==> config.mk <==
export PLATFORM = sky130hd
export DESIGN_NAME = splitmix64_bounded_draw_top_flat
export DESIGN_NICKNAME = d
export VERILOG_FILES = /design/src/rtl/sbd_pkg.sv /design/src/rtl/sbd_in_if.sv /design/src/rtl/sbd_out_if.sv /design/src/rtl/splitmix64_bounded_draw_top.sv /design/src/rtl/sbd_rem.sv /design/src/rtl/sbd_dp.sv /design/src/rtl/sbd_seq.sv /design/src/flat_wrapper.sv
export SDC_FILE = /design/constraint.sdc
export NUM_CORES = 2
export LEC_CHECK = 0
export CAP_MARGIN = 20
export CORE_MARGIN = 5
export CORE_UTILIZATION = 65
export DETAILED_ROUTE_END_ITERATION = 8
export DONT_BUFFER_PORTS = 1
export HOLD_SLACK_MARGIN = 0.1
export PLACE_DENSITY = 0.81
export SYNTH_ARGS = -nofsm -noshare
export SYNTH_HDL_FRONTEND = slang
export SYNTH_SLANG_ARGS = --single-unit
==> constraint.sdc <==
create_clock -name clk -period 13.11 [get_ports clk]
set_input_delay 0.6555 -clock clk [delete_from_list [all_inputs] [get_ports clk]]
set_output_delay 0.6555 -clock clk [all_outputs]
set_load 0.02 [all_outputs]
==> src/rtl/sbd_pkg.sv <==
// ----------------------------------------------------------------------------
// sbd_pkg
// Shared types, constants and the microcode program for the bounded draw.
// ----------------------------------------------------------------------------
package sbd_pkg;

  localparam int BOUND_W = 32;
  localparam int WORD_W  = 64;
  localparam int STEP_W  = 4;
  localparam int ADDR_W  = 4;
  localparam int CNT_W   = $clog2(BOUND_W + 1);

  localparam logic [WORD_W-1:0] GOLDEN_INC = 64'h9E3779B97F4A7C15;
  localparam logic [WORD_W-1:0] MIX_MUL_A  = 64'hBF58476D1CE4E5B9;
  localparam logic [WORD_W-1:0] MIX_MUL_B  = 64'h94D049BB133111EB;
  localparam int SH_ADV  = 30;
  localparam int SH_MIX  = 27;
  localparam int SH_FIN  = 31;

  localparam logic [ADDR_W-1:0] REG_SEED = 4'h0;

  typedef logic [STEP_W-1:0] step_t;

  typedef enum logic [1:0] {OPA_ZL, OPA_ZH, OPA_TOP} opa_t;
  typedef enum logic [2:0] {OPB_AL, OPB_AH, OPB_BL, OPB_BH, OPB_N} opb_t;
  typedef enum logic [1:0] {ACC_NONE, ACC_LOAD, ACC_ADDHI} acc_op_t;
  typedef enum logic [1:0] {Z_NONE, Z_ADV, Z_XS27} z_op_t;
  typedef enum logic [2:0] {BR_NEXT, BR_IDLE, BR_TEST, BR_WAIT, BR_OUT} br_t;

  typedef struct packed {
    opa_t    opa;
    opb_t    opb;
    logic    mul_en;
    acc_op_t acc;
    z_op_t   zop;
    br_t     br;
    step_t   tgt;
  } uword_t;

  typedef struct packed {
    opa_t    opa;
    opb_t    opb;
    logic    mul_en;
    acc_op_t acc;
    z_op_t   zop;
    logic    in_ready;
    logic    in_take;
    logic    div_start;
    logic    out_load;
  } ctrl_t;

  typedef struct packed {
    logic in_valid;
    logic out_free;
    logic lo_ge_n;
    logic lo_ge_thr;
    logic thr_valid;
    logic div_busy;
  } stat_t;

  localparam step_t S_IDLE  = 4'd0;
  localparam step_t S_ADV   = 4'd1;
  localparam step_t S_M1A   = 4'd2;
  localparam step_t S_M2A   = 4'd3;
  localparam step_t S_M3A   = 4'd4;
  localparam step_t S_ACCA  = 4'd5;
  localparam step_t S_XS27  = 4'd6;
  localparam step_t S_M1B   = 4'd7;
  localparam step_t S_M2B   = 4'd8;
  localparam step_t S_M3B   = 4'd9;
  localparam step_t S_ACCB  = 4'd10;
  localparam step_t S_MULN  = 4'd11;
  localparam step_t S_TEST  = 4'd12;
  localparam step_t S_DIVW  = 4'd13;
  localparam step_t S_OUT   = 4'd14;

  function automatic uword_t uw(opa_t a, opb_t b, logic m, acc_op_t c, z_op_t z,
                                br_t br, step_t t);
    uword_t w;
    w.opa    = a;
    w.opb    = b;
    w.mul_en = m;
    w.acc    = c;
    w.zop    = z;
    w.br     = br;
    w.tgt    = t;
    return w;
  endfunction

  function automatic uword_t ucode(step_t s);
    uword_t w;
    unique case (s)
      S_IDLE: w = uw(OPA_ZL,  OPB_AL, 1'b0, ACC_NONE,  Z_NONE, BR_IDLE, S_ADV);
      S_ADV:  w = uw(OPA_ZL,  OPB_AL, 1'b0, ACC_NONE,  Z_ADV,  BR_NEXT, S_IDLE);
      S_M1A:  w = uw(OPA_ZL,  OPB_AL, 1'b1, ACC_NONE,  Z_NONE, BR_NEXT, S_IDLE);
      S_M2A:  w = uw(OPA_ZH,  OPB_AL, 1'b1, ACC_LOAD,  Z_NONE, BR_NEXT, S_IDLE);
      S_M3A:  w = uw(OPA_ZL,  OPB_AH, 1'b1, ACC_ADDHI, Z_NONE, BR_NEXT, S_IDLE);
      S_ACCA: w = uw(OPA_ZL,  OPB_AL, 1'b0, ACC_ADDHI, Z_NONE, BR_NEXT, S_IDLE);
      S_XS27: w = uw(OPA_ZL,  OPB_AL, 1'b0, ACC_NONE,  Z_XS27, BR_NEXT, S_IDLE);
      S_M1B:  w = uw(OPA_ZL,  OPB_BL, 1'b1, ACC_NONE,  Z_NONE, BR_NEXT, S_IDLE);
      S_M2B:  w = uw(OPA_ZH,  OPB_BL, 1'b1, ACC_LOAD,  Z_NONE, BR_NEXT, S_IDLE);
      S_M3B:  w = uw(OPA_ZL,  OPB_BH, 1'b1, ACC_ADDHI, Z_NONE, BR_NEXT, S_IDLE);
      S_ACCB: w = uw(OPA_ZL,  OPB_AL, 1'b0, ACC_ADDHI, Z_NONE, BR_NEXT, S_IDLE);
      S_MULN: w = uw(OPA_TOP, OPB_N,  1'b1, ACC_NONE,  Z_NONE, BR_NEXT, S_IDLE);
      S_TEST: w = uw(OPA_ZL,  OPB_AL, 1'b0, ACC_NONE,  Z_NONE, BR_TEST, S_ADV);
      S_DIVW: w = uw(OPA_ZL,  OPB_AL, 1'b0, ACC_NONE,  Z_NONE, BR_WAIT, S_TEST);
      S_OUT:  w = uw(OPA_ZL,  OPB_AL, 1'b0, ACC_NONE,  Z_NONE, BR_OUT,  S_IDLE);
      default: w = uw(OPA_ZL, OPB_AL, 1'b0, ACC_NONE,  Z_NONE, BR_NEXT, S_IDLE);
    endcase
    return w;
  endfunction

endpackage

==> src/rtl/sbd_in_if.sv <==
// ----------------------------------------------------------------------------
// sbd_in_if
// Input channel: one bound per item.
// ----------------------------------------------------------------------------
interface sbd_in_if;
  logic                         valid;
  logic                         ready;
  logic [sbd_pkg::BOUND_W-1:0]  bound;

  modport source (output valid, output bound, input ready);
  modport sink   (input valid, input bound, output ready);
endinterface

==> src/rtl/sbd_out_if.sv <==
// ----------------------------------------------------------------------------
// sbd_out_if
// Result channel: one drawn value per item.
// ----------------------------------------------------------------------------
interface sbd_out_if;
  logic                         valid;
  logic                         ready;
  logic [sbd_pkg::BOUND_W-1:0]  value;

  modport source (output valid, output value, input ready);
  modport sink   (input valid, input value, output ready);
endinterface

==> src/rtl/splitmix64_bounded_draw_top.sv <==
// The next bound is taken only after the result is registered.
// Each redraw takes seven passes through the shared 32x32 multiplier.
// The first rejection also waits for the bit-serial threshold remainder.
// Synchronous active-low reset clears the sequencer, seed and state to zero.
// ----------------------------------------------------------------------------
// splitmix64_bounded_draw_top
// Unbiased draws in [0, bound) from a splitmix64 generator, microcoded.
// ----------------------------------------------------------------------------
module splitmix64_bounded_draw_top (
  input  logic                         clk,
  input  logic                         rst_n,
  sbd_in_if.sink                       in_ch,
  sbd_out_if.source                    out_ch,
  input  logic                         cfg_psel,
  input  logic                         cfg_penable,
  input  logic                         cfg_pwrite,
  input  logic [sbd_pkg::ADDR_W-1:0]   cfg_paddr,
  input  logic [sbd_pkg::WORD_W-1:0]   cfg_pwdata,
  output logic [sbd_pkg::WORD_W-1:0]   cfg_prdata,
  output logic                         cfg_pready
);
  import sbd_pkg::*;

  ctrl_t             ctrl;
  stat_t             stat;
  logic              cfg_wr;
  logic [WORD_W-1:0] seed;

  assign cfg_pready = 1'b1;
  assign cfg_wr     = cfg_psel && cfg_penable && cfg_pwrite && (cfg_paddr == REG_SEED);
  assign cfg_prdata = (cfg_paddr == REG_SEED) ? seed : '0;

  sbd_seq u_seq (
    .clk   (clk),
    .rst_n (rst_n),
    .stat  (stat),
    .ctrl  (ctrl)
  );

  sbd_dp u_dp (
    .clk       (clk),
    .rst_n     (rst_n),
    .ctrl      (ctrl),
    .stat      (stat),
    .cfg_wr    (cfg_wr),
    .cfg_wdata (cfg_pwdata),
    .seed      (seed),
    .in_ch     (in_ch),
    .out_ch    (out_ch)
  );

  a_div_once: assert property (@(posedge clk) disable iff (!rst_n)
    ctrl.div_start |-> !stat.thr_valid)
    else $error("threshold requested twice for one item");

  a_div_busy: assert property (@(posedge clk) disable iff (!rst_n)
    ctrl.div_start |=> stat.div_busy)
    else $error("remainder unit did not start");

  a_out_load: assert property (@(posedge clk) disable iff (!rst_n)
    ctrl.out_load |=> out_ch.valid)
    else $error("loaded result not presented");

  a_take_busy: assert property (@(posedge clk) disable iff (!rst_n)
    ctrl.in_take |=> !ctrl.in_ready)
    else $error("item taken while previous item in flight");
endmodule

==> src/rtl/sbd_rem.sv <==
// ----------------------------------------------------------------------------
// sbd_rem
// Bit-serial restoring remainder: one dividend bit per cycle.
// ----------------------------------------------------------------------------
module sbd_rem (
  input  logic                         clk,
  input  logic                         rst_n,
  input  logic                         start,
  input  logic [sbd_pkg::BOUND_W-1:0]  dividend,
  input  logic [sbd_pkg::BOUND_W-1:0]  divisor,
  output logic [sbd_pkg::BOUND_W-1:0]  rem,
  output logic                         busy
);
  import sbd_pkg::*;

  logic [CNT_W-1:0]   cnt_r, cnt_nxt;
  logic [BOUND_W-1:0] rem_r, rem_nxt;
  logic [BOUND_W-1:0] dq_r, dq_nxt;
  logic [BOUND_W:0]   trial;

  assign trial = {rem_r, dq_r[BOUND_W-1]};

  always_comb begin
    cnt_nxt = cnt_r;
    rem_nxt = rem_r;
    dq_nxt  = dq_r;
    if (start) begin
      cnt_nxt = CNT_W'(BOUND_W);
      rem_nxt = '0;
      dq_nxt  = dividend;
    end else if (cnt_r != '0) begin
      cnt_nxt = cnt_r - 1'b1;
      dq_nxt  = {dq_r[BOUND_W-2:0], 1'b0};
      if (trial >= {1'b0, divisor}) begin
        rem_nxt = BOUND_W'(trial - {1'b0, divisor});
      end else begin
        rem_nxt = trial[BOUND_W-1:0];
      end
    end
  end

  always_ff @(posedge clk) begin
    if (!rst_n) begin
      cnt_r <= '0;
    end else begin
      cnt_r <= cnt_nxt;
    end
    rem_r <= rem_nxt;
    dq_r  <= dq_nxt;
  end

  assign rem  = rem_r;
  assign busy = (cnt_r != '0);
endmodule

==> src/rtl/sbd_dp.sv <==
// ----------------------------------------------------------------------------
// sbd_dp
// Datapath: generator state, shared 32x32 multiplier, accumulator,
// threshold unit and result register.
// ----------------------------------------------------------------------------
module sbd_dp (
  input  logic                         clk,
  input  logic                         rst_n,
  input  sbd_pkg::ctrl_t               ctrl,
  output sbd_pkg::stat_t               stat,
  input  logic                         cfg_wr,
  input  logic [sbd_pkg::WORD_W-1:0]   cfg_wdata,
  output logic [sbd_pkg::WORD_W-1:0]   seed,
  sbd_in_if.sink                       in_ch,
  sbd_out_if.source                    out_ch
);
  import sbd_pkg::*;

  logic [WORD_W-1:0]  seed_r, state_r, state_nxt, z_r, z_nxt, acc_r, acc_nxt;
  logic [WORD_W-1:0]  p_r, p_nxt, adv, fin;
  logic [BOUND_W-1:0] n_r, value_r, opa_v, opb_v, thr, lo;
  logic               thr_valid_r, out_valid_r, out_valid_nxt, div_busy;

  assign adv = state_r + GOLDEN_INC;
  assign fin = acc_r >> SH_FIN;

  always_comb begin
    unique case (ctrl.opa)
      OPA_ZL:  opa_v = z_r[BOUND_W-1:0];
      OPA_ZH:  opa_v = z_r[WORD_W-1:BOUND_W];
      OPA_TOP: opa_v = acc_r[WORD_W-1:BOUND_W] ^ fin[WORD_W-1:BOUND_W];
      default: opa_v = '0;
    endcase
    unique case (ctrl.opb)
      OPB_AL:  opb_v = MIX_MUL_A[BOUND_W-1:0];
      OPB_AH:  opb_v = MIX_MUL_A[WORD_W-1:BOUND_W];
      OPB_BL:  opb_v = MIX_MUL_B[BOUND_W-1:0];
      OPB_BH:  opb_v = MIX_MUL_B[WORD_W-1:BOUND_W];
      OPB_N:   opb_v = n_r;
      default: opb_v = '0;
    endcase
  end

  always_comb begin
    p_nxt = ctrl.mul_en ? ({{BOUND_W{1'b0}}, opa_v} * {{BOUND_W{1'b0}}, opb_v}) : p_r;

    unique case (ctrl.acc)
      ACC_LOAD:  acc_nxt = p_r;
      ACC_ADDHI: acc_nxt = acc_r + {p_r[BOUND_W-1:0], {BOUND_W{1'b0}}};
      default:   acc_nxt = acc_r;
    endcase

    state_nxt = state_r;
    z_nxt     = z_r;
    if (cfg_wr) begin
      state_nxt = cfg_wdata;
    end else begin
      unique case (ctrl.zop)
        Z_ADV: begin
          state_nxt = adv;
          z_nxt     = adv ^ (adv >> SH_ADV);
        end
        Z_XS27:  z_nxt = acc_r ^ (acc_r >> SH_MIX);
        default: z_nxt = z_r;
      endcase
    end

    out_valid_nxt = out_valid_r;
    if (ctrl.out_load) begin
      out_valid_nxt = 1'b1;
    end else if (out_ch.ready) begin
      out_valid_nxt = 1'b0;
    end
  end

  sbd_rem u_rem (
    .clk      (clk),
    .rst_n    (rst_n),
    .start    (ctrl.div_start),
    .dividend (BOUND_W'(0) - n_r),
    .divisor  (n_r),
    .rem      (thr),
    .busy     (div_busy)
  );

  always_ff @(posedge clk) begin
    if (!rst_n) begin
      seed_r      <= '0;
      state_r     <= '0;
      thr_valid_r <= 1'b0;
      out_valid_r <= 1'b0;
    end else begin
      if (cfg_wr) begin
        seed_r <= cfg_wdata;
      end
      state_r     <= state_nxt;
      out_valid_r <= out_valid_nxt;
      if (ctrl.in_take) begin
        thr_valid_r <= 1'b0;
      end else if (ctrl.div_start) begin
        thr_valid_r <= 1'b1;
      end
    end
    z_r   <= z_nxt;
    acc_r <= acc_nxt;
    p_r   <= p_nxt;
    if (ctrl.in_take) begin
      n_r <= in_ch.bound;
    end
    if (ctrl.out_load) begin
      value_r <= p_r[WORD_W-1:BOUND_W];
    end
  end

  assign lo = p_r[BOUND_W-1:0];

  assign stat.in_valid  = in_ch.valid;
  assign stat.out_free  = !out_valid_r || out_ch.ready;
  assign stat.lo_ge_n   = (lo >= n_r);
  assign stat.lo_ge_thr = (lo >= thr);
  assign stat.thr_valid = thr_valid_r;
  assign stat.div_busy  = div_busy;

  assign in_ch.ready  = ctrl.in_ready;
  assign out_ch.valid = out_valid_r;
  assign out_ch.value = value_r;
  assign seed         = seed_r;
endmodule

==> src/rtl/sbd_seq.sv <==
// ----------------------------------------------------------------------------
// sbd_seq
// Microcode sequencer: step counter, program table and branch logic.
// ----------------------------------------------------------------------------
module sbd_seq (
  input  logic            clk,
  input  logic            rst_n,
  input  sbd_pkg::stat_t  stat,
  output sbd_pkg::ctrl_t  ctrl
);
  import sbd_pkg::*;

  step_t  pc_r, pc_nxt;
  uword_t w;

  always_comb begin
    w              = ucode(pc_r);
    ctrl.opa       = w.opa;
    ctrl.opb       = w.opb;
    ctrl.mul_en    = w.mul_en;
    ctrl.acc       = w.acc;
    ctrl.zop       = w.zop;
    ctrl.in_ready  = 1'b0;
    ctrl.in_take   = 1'b0;
    ctrl.div_start = 1'b0;
    ctrl.out_load  = 1'b0;
    pc_nxt         = pc_r;
    unique case (w.br)
      BR_NEXT: pc_nxt = pc_r + 1'b1;
      BR_IDLE: begin
        ctrl.in_ready = 1'b1;
        if (stat.in_valid) begin
          ctrl.in_take = 1'b1;
          pc_nxt       = w.tgt;
        end
      end
      BR_TEST: begin
        priority if (stat.thr_valid) begin
          pc_nxt = stat.lo_ge_thr ? S_OUT : w.tgt;
        end else if (stat.lo_ge_n) begin
          pc_nxt = S_OUT;
        end else begin
          ctrl.div_start = 1'b1;
          pc_nxt         = S_DIVW;
        end
      end
      BR_WAIT: pc_nxt = stat.div_busy ? pc_r : w.tgt;
      BR_OUT: begin
        if (stat.out_free) begin
          ctrl.out_load = 1'b1;
          pc_nxt        = w.tgt;
        end
      end
      default: pc_nxt = S_IDLE;
    endcase
  end

  always_ff @(posedge clk) begin
    if (!rst_n) begin
      pc_r <= S_IDLE;
    end else begin
      pc_r <= pc_nxt;
    end
  end
endmodule
==> src/flat_wrapper.sv <==
// flat-port wrapper written by rule: the top's interface ports become plain ports
module splitmix64_bounded_draw_top_flat import sbd_pkg::*;
  (clk, rst_n, cfg_psel, cfg_penable, cfg_pwrite, cfg_paddr, cfg_pwdata, cfg_prdata, cfg_pready, in_ch_valid, in_ch_bound, in_ch_ready, out_ch_valid, out_ch_value, out_ch_ready);
  sbd_in_if in_ch_i ();
  sbd_out_if out_ch_i ();
  input  logic clk;
  input  logic rst_n;
  input  logic cfg_psel;
  input  logic cfg_penable;
  input  logic cfg_pwrite;
  input  logic [sbd_pkg::ADDR_W-1:0] cfg_paddr;
  input  logic [sbd_pkg::WORD_W-1:0] cfg_pwdata;
  output logic [sbd_pkg::WORD_W-1:0] cfg_prdata;
  output logic cfg_pready;
  input wire logic [$bits(in_ch_i.valid)-1:0] in_ch_valid;
  input wire logic [$bits(in_ch_i.bound)-1:0] in_ch_bound;
  output wire logic [$bits(in_ch_i.ready)-1:0] in_ch_ready;
  output wire logic [$bits(out_ch_i.valid)-1:0] out_ch_valid;
  output wire logic [$bits(out_ch_i.value)-1:0] out_ch_value;
  input wire logic [$bits(out_ch_i.ready)-1:0] out_ch_ready;
  assign in_ch_i.valid = in_ch_valid;
  assign in_ch_i.bound = in_ch_bound;
  assign in_ch_ready = in_ch_i.ready;
  assign out_ch_valid = out_ch_i.valid;
  assign out_ch_value = out_ch_i.value;
  assign out_ch_i.ready = out_ch_ready;
  splitmix64_bounded_draw_top u_core (.clk(clk), .rst_n(rst_n), .in_ch(in_ch_i), .out_ch(out_ch_i), .cfg_psel(cfg_psel), .cfg_penable(cfg_penable), .cfg_pwrite(cfg_pwrite), .cfg_paddr(cfg_paddr), .cfg_pwdata(cfg_pwdata), .cfg_prdata(cfg_prdata), .cfg_pready(cfg_pready));
endmodule
==> impl_metrics.csv <==
group,metric,value,unit
status,outcome,"finished clean",
critical_path,cp_common_cell,"fa_1",
clock_network,cts_setup_buffers,0,
logic_synthesis,synth_area_leaders,"fa_1 (31%), edfxtp_1 (15%), ha_1 (8.5%)",
clock_network,root_buffer,"clkbuf_16",
clock_network,cts_hold_buf,0,
logic_synthesis,yosysSeqAreaShare,21.0,%
timing,min_period,10.35,ns
route,vias,48000,
logic_synthesis,yosysMostFrequentCell,"inv_1",
placed_design,gp_congestion,1.05,
critical_path,cpPeakStageDelay,0.65,ns
die,coreArea,0.0900,mm^2
clock_network,clock_sinks,473,
cells_and_area,drive_above_1_share,4.88,%
route,drc,0,
critical_path,path_max_fanout,23,
logic_synthesis,synthCells,6535,
die,die_w,311,um
clock_network,clock_latency,0.60,ns
die,die_y,311,um
clock_network,cts_resized,0,
route,wire_per_inst,25.2,um
global_route,grt_first_pass_wirelength,288,mm
placed_design,port_buffers,0,
global_route,grt_pass1_vias,49200,
logic_synthesis,syn-cell-area,0.0589,mm^2
logic_synthesis,ys_types,105,
worst_hold_path,hp-class,"in2reg",
timing,setup_viol,0,
critical_path,worstPathArrival,10.68,ns
timing,rsz0062_at_grt,"false",
logic_synthesis,ys_ff_latch,473,
route,wl,191,mm
route,drtAntennaViolNets,0,
critical_path,worst_setup_path_end_kind,"flop",
global_route,gr-total-overflow,0,
die,fp-row-count,110,
timing,fin_tns_setup,0,ns
timing,worstMarginPinSlew,1.23,ns
timing,drv_slew,0,
timing,hold_viol,0,
timing,timing.clock.skew,0.0202,ns
critical_path,worstSetupStartpointType,"flop",
cells_and_area,areaGrowthSynthToFinish,4.72,%
die,dieArea,0.0967,mm^2
logic_synthesis,ys_warn_count,0,
logic_synthesis,synth_nets,7942,
clock_network,ctsLongestPathBuffers,3,
logic_synthesis,synth_common_cells,"inv_1 (996), nand2_1 (961), fa_1 (898)",
critical_path,slowest_stage,"clkinv_1",
route,drtIter0Drc,6041,
cells_and_area,nNetsFinal,7780,
clock_network,cts_tree,"yes",
route,vias_per_cell,6.33,
route,dr.pass1.iters,9,
logic_synthesis,synth_edf_count,288,
clock_network,clkTransAtPathRegs,0.07,ns
logic_synthesis,ys.flop_type,"edfxtp_1",
timing,maxSlewHeadroom,18.0,%
timing,post-route-period-util,79.0,%
die,io_pins,206,
timing,max_freq,96.6,MHz
critical_path,criticalPathCategory,"reg2reg",
logic_synthesis,syn_area_per_cell,9.01,um^2
global_route,grt_use_total,39.0,%
cells_and_area,fillers,7090,
die,start_util,65.4,%
global_route,grt_max_degree,103,
critical_path,cp.required,13.44,ns
logic_synthesis,ys_async_sr_fraction,0,%
cells_and_area,diodes,0,
logic_synthesis,yosysTopAreaCellShare,30.5,%
global_route,antenna_found_initial,8,
clock_network,numCtsBuffers,44,
placed_design,hpwl,148,mm
logic_synthesis,yosysTopAreaCell,"fa_1",
run,cap_violations,0,
clock_network,cts_max_level,2,
## registers in the layout (all words and copies together), names as in the netlist, 4 cells and up
name,count
u_core.u_dp.n_r,32
u_core.u_dp.u_rem.rem,32
u_core.u_seq.pc_r,4
u_core.u_dp.u_rem.cnt_r,6
u_core.u_dp.p_r,64
u_core.u_dp.out_ch.value,32
u_core.u_dp.u_rem.dq_r,32
u_core.u_dp.z_r,64
u_core.u_seq.w,13
u_core.u_dp.seed,64
u_core.u_dp.acc_r,64
u_core.u_dp.state_r,64
## layout by cell type, fill, tap and decap left out, types with 51 or more instances in the layout
master / synthesis / layout
dfxtp_1: 185 / 182
fa_1: 898 / 898
edfxtp_1: 288 / 288
inv_1: 996 / 995
buf_4: 1 / 118
o21ai_0: 176 / 164
nand2_1: 961 / 961
a21oi_1: 322 / 310
and2_1: 81 / 81
nor2_1: 699 / 698
ha_1: 402 / 400
xor2_1: 105 / 105
a211oi_1: 51 / 51
nand3_1: 63 / 63
xnor2_1: 215 / 215
a21o_1: 100 / 100
## area by class of cell
class | instances | area [um^2] | area share, %
Multi-Input combinational cell | 4732 | 41700 | 67.6
Sequential cell | 473 | 12400 | 20.0
Inverter | 1001 | 3760 | 6.10
Tap cell | 1176 | 1470 | 2.39
Clock buffer | 60 | 1240 | 2.01
Timing Repair Buffer | 121 | 941 | 1.53
Clock inverter | 21 | 205 | 0.333
## routing by layer
metal,wire length [um],track usage (%),vias to the layer above,share of wire (%)
met4,16200,24.8,6,8.5
met3,25400,11.6,877,13
li1,-,-,20400,-
met5,41,0,-,0.021
met2,83200,59.5,3133,44
met1,66100,48.8,23500,35
## worst paths after layout
check | start | cells past startpoint | endpoint | slack, ns
max | u_core.u_seq.w[14] | 28 | u_core.u_dp.p_r[60] | 2.76
min | in_ch_bound[7] | 0 | u_core.u_dp.n_r[7] | 0.16
max reg2reg | u_core.u_seq.w[14] | 28 | u_core.u_dp.p_r[60] | 2.76
min reg2reg | u_core.u_dp.seed[10] | 2 | u_core.u_dp.seed[10] | 0.45
## cells by family (layout without fill, tap and decap cells)
family	count (synthesis)	after routing	synth area share, %
xor gates and xnor gates	323	323	4.85
and+or+nand+nor	2076	2076	14.9
adders and majority gates	1300	1300	39.1
AOI/OAI and AO/OA	951	951	10.2
DFF	473	473	21.0
buffers and inverters	1330	1203	8.52
muxes	81	81	1.45
other	1	1	0.00637
## stage by stage
stage | setup slack, ns | utilization (%) | hold slack, ns | cell area [um^2] | cells
after detailed placement | 3.05 | 66.8 | 0.443 | 60200 | 7499
after global placement | 3.35 | 66.8 | 0.437 | 60200 | 7499
after global routing | 2.39 | 68.5 | 0.146 | 61700 | 7584
after floorplan | 4.53 | - | 0.418 | 58900 | 6535
final | 2.76 | 68.5 | 0.163 | 61700 | 7584
after CTS | 3.04 | 68.5 | 0.143 | 61600 | 7580
## worst max-delay path, delay by kind of cell, from the launching register on
family          cells  cell delay (ns)
fa+ha+maj           9             4.40
simple gates        8             2.22
compound gates      4             1.46
buf+inv             6             1.33
flops               1             0.52
xor+xnor            1             0.13
Power is not shown: default switching activity piles up to over one toggle a cycle in this logic, so the estimate is an artifact.
